File: config.mk
export PLATFORM = sky130hd
export DESIGN_NAME = sdc_merge
export DESIGN_NICKNAME = d
export VERILOG_FILES = /design/src/hdl/assert_macros.svh /design/src/hdl/sdc_pkg.sv /design/src/hdl/sdc_merge.sv
export SDC_FILE = /design/constraint.sdc
export NUM_CORES = 1
export LEC_CHECK = 0
export BUFFER_PORTS_ARGS = -buffer_cell sky130_fd_sc_hd__buf_2
export CAP_MARGIN = 30
export CORE_ASPECT_RATIO = 0.75
export CORE_MARGIN = 3
export CORE_UTILIZATION = 35
export DETAILED_ROUTE_END_ITERATION = 10
export MAX_ROUTING_LAYER = met4
export PLACE_DENSITY_LB_ADDON = 0.3
export SETUP_SLACK_MARGIN = 0.4
export SLEW_MARGIN = 20
export SYNTH_ARGS = -nofsm -noshare
export SYNTH_HDL_FRONTEND = slang
export SYNTH_SLANG_ARGS = --single-unit
File: constraint.sdc
create_clock -name clk -period 10.4 [get_ports clk]
set_input_delay 1.04 -clock clk [delete_from_list [all_inputs] [get_ports clk]]
set_output_delay 1.04 -clock clk [all_outputs]
set_load 0.05 [all_outputs]
File: src/hdl/assert_macros.svh
// assertion macros used by the sdc top-level rtl file
// expects clk and rst_n in the scope of the module that uses them
`ifndef ASSERT_MACROS_SVH
`define ASSERT_MACROS_SVH
`ifndef SYNTHESIS
`define SDC_ASSERT(lbl, prop, msg) \
  lbl: assert property (@(posedge clk) disable iff (!rst_n) prop) else $error(msg);
`define SDC_ASSERT_NEVER(lbl, expr, msg) \
  lbl: assert property (@(posedge clk) disable iff (!rst_n) !(expr)) else $error(msg);
`else
`define SDC_ASSERT(lbl, prop, msg)
`define SDC_ASSERT_NEVER(lbl, expr, msg)
`endif
`endif

File: src/hdl/sdc_pkg.sv
// shared types and codes for the deferred correction block
// no dependencies
package sdc_pkg;

  // request kinds
  localparam logic [1:0] KIND_WR_U   = 2'd0;
  localparam logic [1:0] KIND_WR_V   = 2'd1;
  localparam logic [1:0] KIND_CORR_U = 2'd2;
  localparam logic [1:0] KIND_CORR_V = 2'd3;

  // register indexes (paddr[3:2])
  localparam logic [1:0] REG_SECOND_ORDER = 2'd0;
  localparam logic [1:0] REG_ROW_LIMIT    = 2'd1;
  localparam logic [1:0] REG_COL_LIMIT    = 2'd2;

  // face lanes
  localparam int NUM_FACES  = 4;
  localparam int FACE_EAST  = 0;
  localparam int FACE_WEST  = 1;
  localparam int FACE_NORTH = 2;
  localparam int FACE_SOUTH = 3;

  localparam int FLUX_W = 32;
  localparam int OUT_W  = 32;

  typedef struct packed {
    logic start;  // capture the face flux
    logic load;   // capture the stencil pair
    logic ok;     // stencil passes bound and grid tests
  } lane_ctl_t;

  typedef struct packed {
    logic emit;
    logic second_order;
  } merge_ctl_t;

endpackage

File: src/hdl/sdc_merge.sv
// merge stage: signed sum of the four face terms, saturation, result register
// depends on sdc_pkg
module sdc_merge #(
  parameter int SB = 32
) (
  input  logic                              clk,
  input  sdc_pkg::merge_ctl_t               ctl,
  input  logic signed [SB+15:0]             term [sdc_pkg::NUM_FACES],
  output logic signed [sdc_pkg::OUT_W-1:0]  correction,
  output logic                              saturated
);

  localparam int TW = SB + 16;
  localparam int SW = TW + 2;
  localparam logic signed [SW-1:0] MAXV = $signed({{(SW-SB+1){1'b0}}, {(SB-1){1'b1}}});
  localparam logic signed [SW-1:0] MINV = ~MAXV;

  logic signed [SW-1:0]              sum_r, sum_nxt;
  logic signed [SW-1:0]              clip;
  logic                              clip_hit;
  logic signed [sdc_pkg::OUT_W-1:0]  corr_r, corr_nxt;
  logic                              sat_r, sat_nxt;

  always_comb begin
    // west and south add, east and north subtract
    sum_nxt = SW'(term[sdc_pkg::FACE_WEST]) + SW'(term[sdc_pkg::FACE_SOUTH])
            - SW'(term[sdc_pkg::FACE_EAST]) - SW'(term[sdc_pkg::FACE_NORTH]);
  end

  always_comb begin
    clip     = sum_r;
    clip_hit = 1'b0;
    if (sum_r > MAXV) begin
      clip     = MAXV;
      clip_hit = 1'b1;
    end else if (sum_r < MINV) begin
      clip     = MINV;
      clip_hit = 1'b1;
    end
    corr_nxt = ctl.second_order ? sdc_pkg::OUT_W'($signed(clip[SB-1:0])) : '0;
    sat_nxt  = ctl.second_order & clip_hit;
  end

  always_ff @(posedge clk) begin
    sum_r <= sum_nxt;
    if (ctl.emit) begin
      corr_r <= corr_nxt;
      sat_r  <= sat_nxt;
    end
  end

  assign correction = corr_r;
  assign saturated  = sat_r;

endmodule

==> results of run 1 <==
-- final cells by class --
cell class	instances	area, um2	area share, %
multi-input cells	557	5149	53.02
inverters	199	747.0	7.692
clock buffers	12	267.8	2.757
repair buffers	230	1159	11.93
flip-flops and latches	83	1992	20.51
clock inverters	4	28.78	0.2964
well taps	294	367.9	3.788
-- cells in the mapped netlist, drive strengths merged (2+ instances only) --
cell type / instances
a211oi: 3
a21boi: 33
a21o: 26
a21oi: 62
a221o: 2
a221oi: 4
a311oi: 2
a31oi: 4
and2b: 2
and3: 6
and4: 3
buf: 5
clkbuf: 16
dfxtp: 50
edfxtp: 33
fa: 97
ha: 50
inv: 199
nand2: 79
nand2b: 4
nand3: 12
nand4: 13
nor2: 24
nor2b: 4
nor3: 6
nor4: 6
o211ai: 4
o21a: 4
o21ai: 32
o21bai: 8
o311ai: 2
o31a: 2
o31ai: 2
o41a: 2
o41ai: 2
or4: 2
xnor2: 31
xor2: 17
-- logic make-up (layout without fill, tap and decap cells) --
family | Yosys count | count (layout) | synth area share, %
adders and majority gates | 147 | 147 | 32.25
DFF | 83 | 83 | 25.02
xor gates and xnor gates | 48 | 48 | 5.280
AOI/OAI and AO/OA | 198 | 198 | 16.96
buffers and inverters | 220 | 445 | 10.45
and+or+nand+nor | 164 | 164 | 10.04
-- tightest hold or removal path: stages, from the launching register on --
cell and delay [ns]:
dfxtp_1 0.29, nand2_1 0.05, a21boi_1 0.05
-- layer usage --
metal	wire length [um]	vias up
met1	9906	2904
met5	0	-
met3	959	12
li1	-	3234
met2	7933	184
met4	93	0
-- stage by stage --
step                setup WS (ns)  total power [mW]  utilization [%]  cell area, um2  hold WS (ns)
floorplan                   6.023             1.436                -            7961        0.5398
global placement            5.612             1.746            42.35            9414        0.5527
detailed placement          5.551             1.761            42.35            9414        0.5507
CTS                         5.865             2.084            43.68            9711        0.5599
global route                5.591             2.258            43.68            9711        0.5820
finish                      5.851             2.067            43.68            9711        0.5579
-- state kept, by name (all words and copies together), names as in the netlist --
signal	flops
sum_r	50
correction	32
saturated	1
-- path summary, 6_finish.rpt --
kind                   from             end
setup / recovery    term[0]       sum_r[48]
hold / removal    sum_r[27]  correction[27]
setup reg to reg  sum_r[48]  correction[10]
hold reg to reg   sum_r[27]  correction[27]
-- where the power goes --
group / switching, mW / internal (mW) / total, mW
clock network: 0.130 / 0.184 / 0.314
registers: 0.0496 / 0.492 / 0.541
logic: 0.749 / 0.463 / 1.21
total: 0.928 / 1.14 / 2.07
==> metrics.md, run 1 <==
| Metric | Value |
|---|---|
| Nets | 1422 |
| Required @ worst endpoint | 10.61 ns |
| Hold/Removal Path Class | reg2reg |
| Routing usage on met3 | 2.497% |
| Post-CTS setup buffers | 0 |
| CTS tree | yes |
| Hold depth | 2 |
| Clk_lat worst skew | 0.34 ns |
| Drt total wl | 18890 um |
| Number of global-route vias before repair | 6426 |
| Placer Congestion | 0.8427 |
| Most common cell after layout, fill and taps aside | buf_2 |
| Synth unique cells | 58 |
| CP Launch Type | input port |
| Synth top area cells | fa_1 24%, dfxtp_1 13%, edfxtp_1 12% |
| Leakage | 4.985 nW |
| Grt ovf | 0 |
| Final worst path period need | 4.549 ns |
| Core area | 0.02223 mm2 |
| VDD IR max | 0.1300 mV |
| Layout cells sized above 1 | 24.52% |
| Dpl hpwl | 16100 um |
| Post-synth EDFFs | 33 |
| Starting DRT DRC Count | 351 |
| RSZ-0062 raised after global routing | no |
| Run status | finished clean |
| Global-route met2 utilization | 23.43% |
| First-pass GRT wire length | 31400 um |
| Fmax | 0.2198 GHz |
| Largest net degree at the start of global routing | 34 |
| Fin crit share | 43.74% |
| Most frequent cells in the layout | 227 x buf_2, 199 x inv_1, 97 x fa_1 |
| H-tree levels | 3 |
| # hold bufs at CTS | 0 |
| CP max stage delay | 0.53 ns |
| Worst Skew | 0.009722 ns |
| Cell Area, Synth | 0.007961 mm2 |
| WP data arrival | 4.76 ns |
| Post-CTS Resized | 0 |
| Critical path endpoint category | flip-flop |
| Flops & latches, synth | 83 |
| DRC errors left | 0 |
| Die W | 180.2 um |
| Synth warn | 0 |
| Root Buffer | clkbuf_16 |
| Final setup vio count | 0 |
| DR vias | 6334 |
| DP Cell Count | 1363 |
| Pwr per Cell Area | 212.9 mW/mm2 |
| Initial Utilization | 35.82% |
| CTS Buf Count | 9 |
| DR WL/cell | 13.70 um |
| Overall Global Routing Usage | 15.93% |
| CP cell instances | buf_2 > fa_1 > inv_1 > fa_1 > inv_1 > ha_1 > fa_1 > a211oi_1 > o21ai_0 > buf_4 > o21ai_0 > a21oi_1 > o21ai_0 > nand2_1 > nor2_1 > o31ai_1 > xor2_1 |
| CP max-delay cell | fa_1 |
| Flop2flop setup slack | 8.45 ns |
| Vias per cell | 4.593 |
| I/O Pins | 228 |
| Max-slew violations | 0 |
| Antenna diode count | 0 |
| Syn avg cell area | 9.257 um2 |
| Leading register cell type out of synthesis | dfxtp_1 |
| Crit-path max FO | 5 |
| Asr flop ratio synth | 0% |
| Max Cap Viol | 0 |
| Maximum root-to-sink buffer count | 2 |
| Most Used Layer, Global Route | met1 |
| Slew @ Worst Pin | 0.7798 ns |
| Rel. slew slack | 48.01% |
| Crit Path Category | in2reg |
| Area leader, netlist | fa_1 |
| Mapped Cells | 860 |
| Die area | 0.02461 mm2 |
| CTS Sinks | 83 |
| Post-synth top area share | 24.39% |
| Post-Layout Cell Count | 1379 |
| Final hold violations | 0 |
| Buffers on Ports | 227 |
| Net Count, Synth | 1202 |
| Worst-case reg-to-reg path depth | 4 |
| Std cell rows | 47 |
| Register clock-pin slew on the reported worst setup and hold paths | 0.07 ns |
| Routed Antenna Nets | 0 |
| TritonRoute pass-1 iters | 5 |
| Sequential share of the synthesized area | 25.02% |
| WP buf/inv | 4 |
| Critical path depth | 17 |
| Die height | 136.6 um |
| Synthesis-to-finish area growth | 21.97% |
| Cell class contributing the biggest share of worst-path delay | adder cells |
| Fill cells | 2301 |
| Initial antenna violation count | 0 |
| Setup tns final | 0 ns |
| GRT met1 Usage | 23.86% |
Power figures use the tool's default switching activity.
==> run 2: changes to the inputs <==
==> constraint.sdc (replaced) <==
create_clock -name clk -period 3.9 [get_ports clk]
set_input_delay 0.39 -clock clk [delete_from_list [all_inputs] [get_ports clk]]
set_output_delay 0.39 -clock clk [all_outputs]
set_load 0.05 [all_outputs]
==> run 2 against run 1 <==
  * Register-to-register slack worse by 6.5 ns
  * Final area rose by 8.3%
  * Utilization increased by 3.6 points
  * Non-clock buffer count grew 52
  * Via count rose by 4.4%
  * Clock skew down 0.0014 ns
  * Clock power rose to 2.8 times the previous value
  * Final cell count grew 3.8%
==> metrics.md, run 2 (synthesis gave the netlist of run 1 again) <==
| Metric | Value |
|---|---|
| Vias per cell | 4.621 (was 4.593) |
| Number of global-route vias before repair | 6548 (was 6426) |
| Flop2flop setup slack | 1.93 ns (was 8.45 ns) |
| Die area | 0.02461 mm2 (unchanged) |
| Final hold violations | 0 (unchanged) |
| Final Util | 47.33% (was 43.68%) |
| Most common cell after layout, fill and taps aside | buf_2 (unchanged) |
| Worst Hold Launch | term[1] (was sum_r[27]) |
| Overall Global Routing Usage | 16.09% (was 15.93%) |
| WHS Endpoint | sum_r[0] (was correction[27]) |
| DR vias | 6613 (was 6334) |
| DRC errors left | 0 (unchanged) |
| Starting DRT DRC Count | 349 (was 351) |
| Hold depth | 2 (unchanged) |
| Largest net degree at the start of global routing | 34 (unchanged) |
| Most frequent cells in the layout | 224 x buf_2, 197 x inv_1, 96 x fa_1 (was 227 x buf_2, 199 x inv_1, 97 x fa_1) |
| Post-Layout Cell Count | 1431 (was 1379) |
| DR WL/cell | 13.55 um (was 13.70 um) |
| Final worst path period need | 3.485 ns |
| Int Pwr | 3.462 mW (was 1.139 mW) |
| DP Cell Count | 1395 (was 1363) |
| Buffers on Ports | 227 (unchanged) |
| FF-to-FF Start | sum_r[48] (unchanged) |
| RSZ-0062 raised after global routing | yes (was no) |
| Grt ovf | 0 (unchanged) |
| Die height | 136.6 um (unchanged) |
| Max-slew violations | 0 (unchanged) |
| First-pass GRT wire length | 32040 um (was 31400 um) |
| CTS Sinks | 83 (unchanged) |
| Run status | finished clean (unchanged) |
| Clk pwr share | 14.3% (was 15.2%) |
| Max Cap Viol | 0 (unchanged) |
| Clk_lat worst skew | 0.34 ns (about the same) |
| Nets | 1474 (was 1422) |
| # hold bufs at CTS | 0 (unchanged) |
| Antenna diode count | 0 (unchanged) |
| Max reg flops | 50 (unchanged) |
| Core area | 0.02223 mm2 (unchanged) |
| Crit-path max FO | 5 (unchanged) |
| Rel. slew slack | 47.42% (was 48.01%) |
| Initial Utilization | 35.82% (unchanged) |
| H-tree levels | 3 (unchanged) |
| Worst slack at placement | -0.1177 ns (was 5.551 ns) |
| CTS Buf Count | 9 (unchanged) |
| Routed Antenna Nets | 0 (unchanged) |
| WP data arrival | 3.70 ns (was 4.76 ns) |
| Logic pwr share | 62.4% (was 58.6%) |
| Synthesis-to-finish area growth | 32.14% (was 21.97%) |
| VDD IR max | 0.2533 mV (was 0.1300 mV) |
| Final setup vio count | 0 (unchanged) |
| FF-to-FF End | correction[15] (was correction[10]) |
| Reg with most FFs | sum_r (unchanged) |
| Die W | 180.2 um (unchanged) |
| I/O Pins | 228 (unchanged) |
| Layout cells sized above 1 | 32.37% (was 24.52%) |
| Critical path endpoint category | flip-flop (unchanged) |
| CTS tree | yes (unchanged) |
| Worst-case reg-to-reg path depth | 4 (unchanged) |
| Fin crit share | 89.36% |
| Required @ worst endpoint | 4.12 ns (was 10.61 ns) |
| Switching share of power | 43.98% (was 44.91%) |
| Dpl hpwl | 16250 um (was 16100 um) |
| Final setup margin | 0.4150 ns (was 5.851 ns) |
| Crit Path Category | in2reg (unchanged) |
| Slew @ Worst Pin | 0.7888 ns (was 0.7798 ns) |
| Placer Congestion | 0.8925 (was 0.8427) |
| Worst Skew | 0.008307 ns (was 0.009722 ns) |
| Hold/Removal Path Class | in2reg (was reg2reg) |
| Std cell rows | 47 (unchanged) |
| Maximum root-to-sink buffer count | 2 (unchanged) |
| Drt total wl | 19380 um (was 18890 um) |
| Root Buffer | clkbuf_16 (unchanged) |
| CP Launch Type | input port (unchanged) |
| TritonRoute pass-1 iters | 5 (unchanged) |
| Seq pwr share | 23.3% (was 26.2%) |
| Register clock-pin slew on the reported worst setup and hold paths | 0.06 ns (was 0.07 ns) |
| Pwr per Cell Area | 587.5 mW/mm2 (was 212.9 mW/mm2) |
| Fmax | 0.2869 GHz |
| Leakage | 5.291 nW (was 4.985 nW) |
| Initial antenna violation count | 0 (unchanged) |
| Net Switching | 2.718 mW (was 0.9284 mW) |
-- run 2: changes by cell type in the layout (fill, tap and decap cells not counted), sizes merged --
cell,delta
clkbuf,-3
clkinvlp,+2
buf,+52
bufinv,+1
inv,+1
clkinv,-1
-- run 2: power groups by stage --
stage                     clock network (mW)  logic, mW  registers, mW
after floorplan                            0       2.23           1.67
after global placement                     0       3.46           1.45
after detailed placement                   0       3.48           1.46
after CTS                              0.897       3.55           1.44
after global routing                   0.936       4.29           1.47
final                                  0.882       3.86           1.44
-- run 2: timing repair --
action	in CTS	in global routing
setup endpoints to repair	9	19
pin swaps	6	34
hold endpoints to repair	0	0
gates cloned	0	0
buffers inserted	6	14
resized for setup	5	54
-- run 2: final cells by class --
class | count | area (um2)
Tap cell | 294 | 367.9
Multi-Input combinational cell | 557 | 5530
Sequential cell | 83 | 1992
Clock inverter | 7 | 82.58
Fill cell | 2179 | 11710
Clock buffer | 9 | 225.2
Inverter | 199 | 747.0
Timing Repair Buffer | 282 | 1575
-- run 2: metal layers --
| layer | part of all wire, % | global-route usage, % | up-vias |
|---|---|---|---|
| li1 | - | - | 3341 |
| met1 | 52 | 24.05 | 3062 |
| met2 | 42 | 23.69 | 197 |
| met3 | 5.4 | 2.710 | 13 |
| met4 | 0.97 | 1.917 | 0 |
| met5 | 0 | - | - |
-- run 2: worst max-delay path, stage by stage --
cell and delay [ns]:
buf_2 0.11, fa_1 0.49, fa_1 0.49, inv_1 0.06
ha_4 0.30, a21o_1 0.15, a21oi_4 0.08, a2111oi_4 0.45
o31a_2 0.24, nor3_4 0.06, o311ai_4 0.36, a21oi_4 0.13
o311ai_4 0.28, xnor2_1 0.11
-- run 2: metrics by stage --
| step | area [um2] | setup TNS (ns) | total power, mW | hold WS (ns) |
|---|---|---|---|---|
| global route | 10520 | 0 | 6.697 | 0.3299 |
| finish | 10520 | 0 | 6.181 | 0.3397 |
| detailed placement | 9737 | -0.3566 | 4.936 | 0.5492 |
| CTS | 10120 | 0 | 5.888 | 0.2977 |
| global placement | 9737 | -0.05515 | 4.912 | 0.5527 |
| floorplan | 8050 | 0 | 3.897 | 0.5025 |
-- run 2: worst max-delay path by stage --
stage	startpoint	endpoint	slack (ns)	cells after the start
2_1_floorplan	term[154]	sum_r[49]	0.38	14
3_3_place_gp	term[2]	sum_r[49]	-0.06	14
3_5_place_dp	term[2]	sum_r[49]	-0.12	14
4_1_cts	term[2]	sum_r[49]	0.38	14
5_1_grt	term[0]	sum_r[38]	0.23	16
6_report	term[147]	sum_r[49]	0.41	14
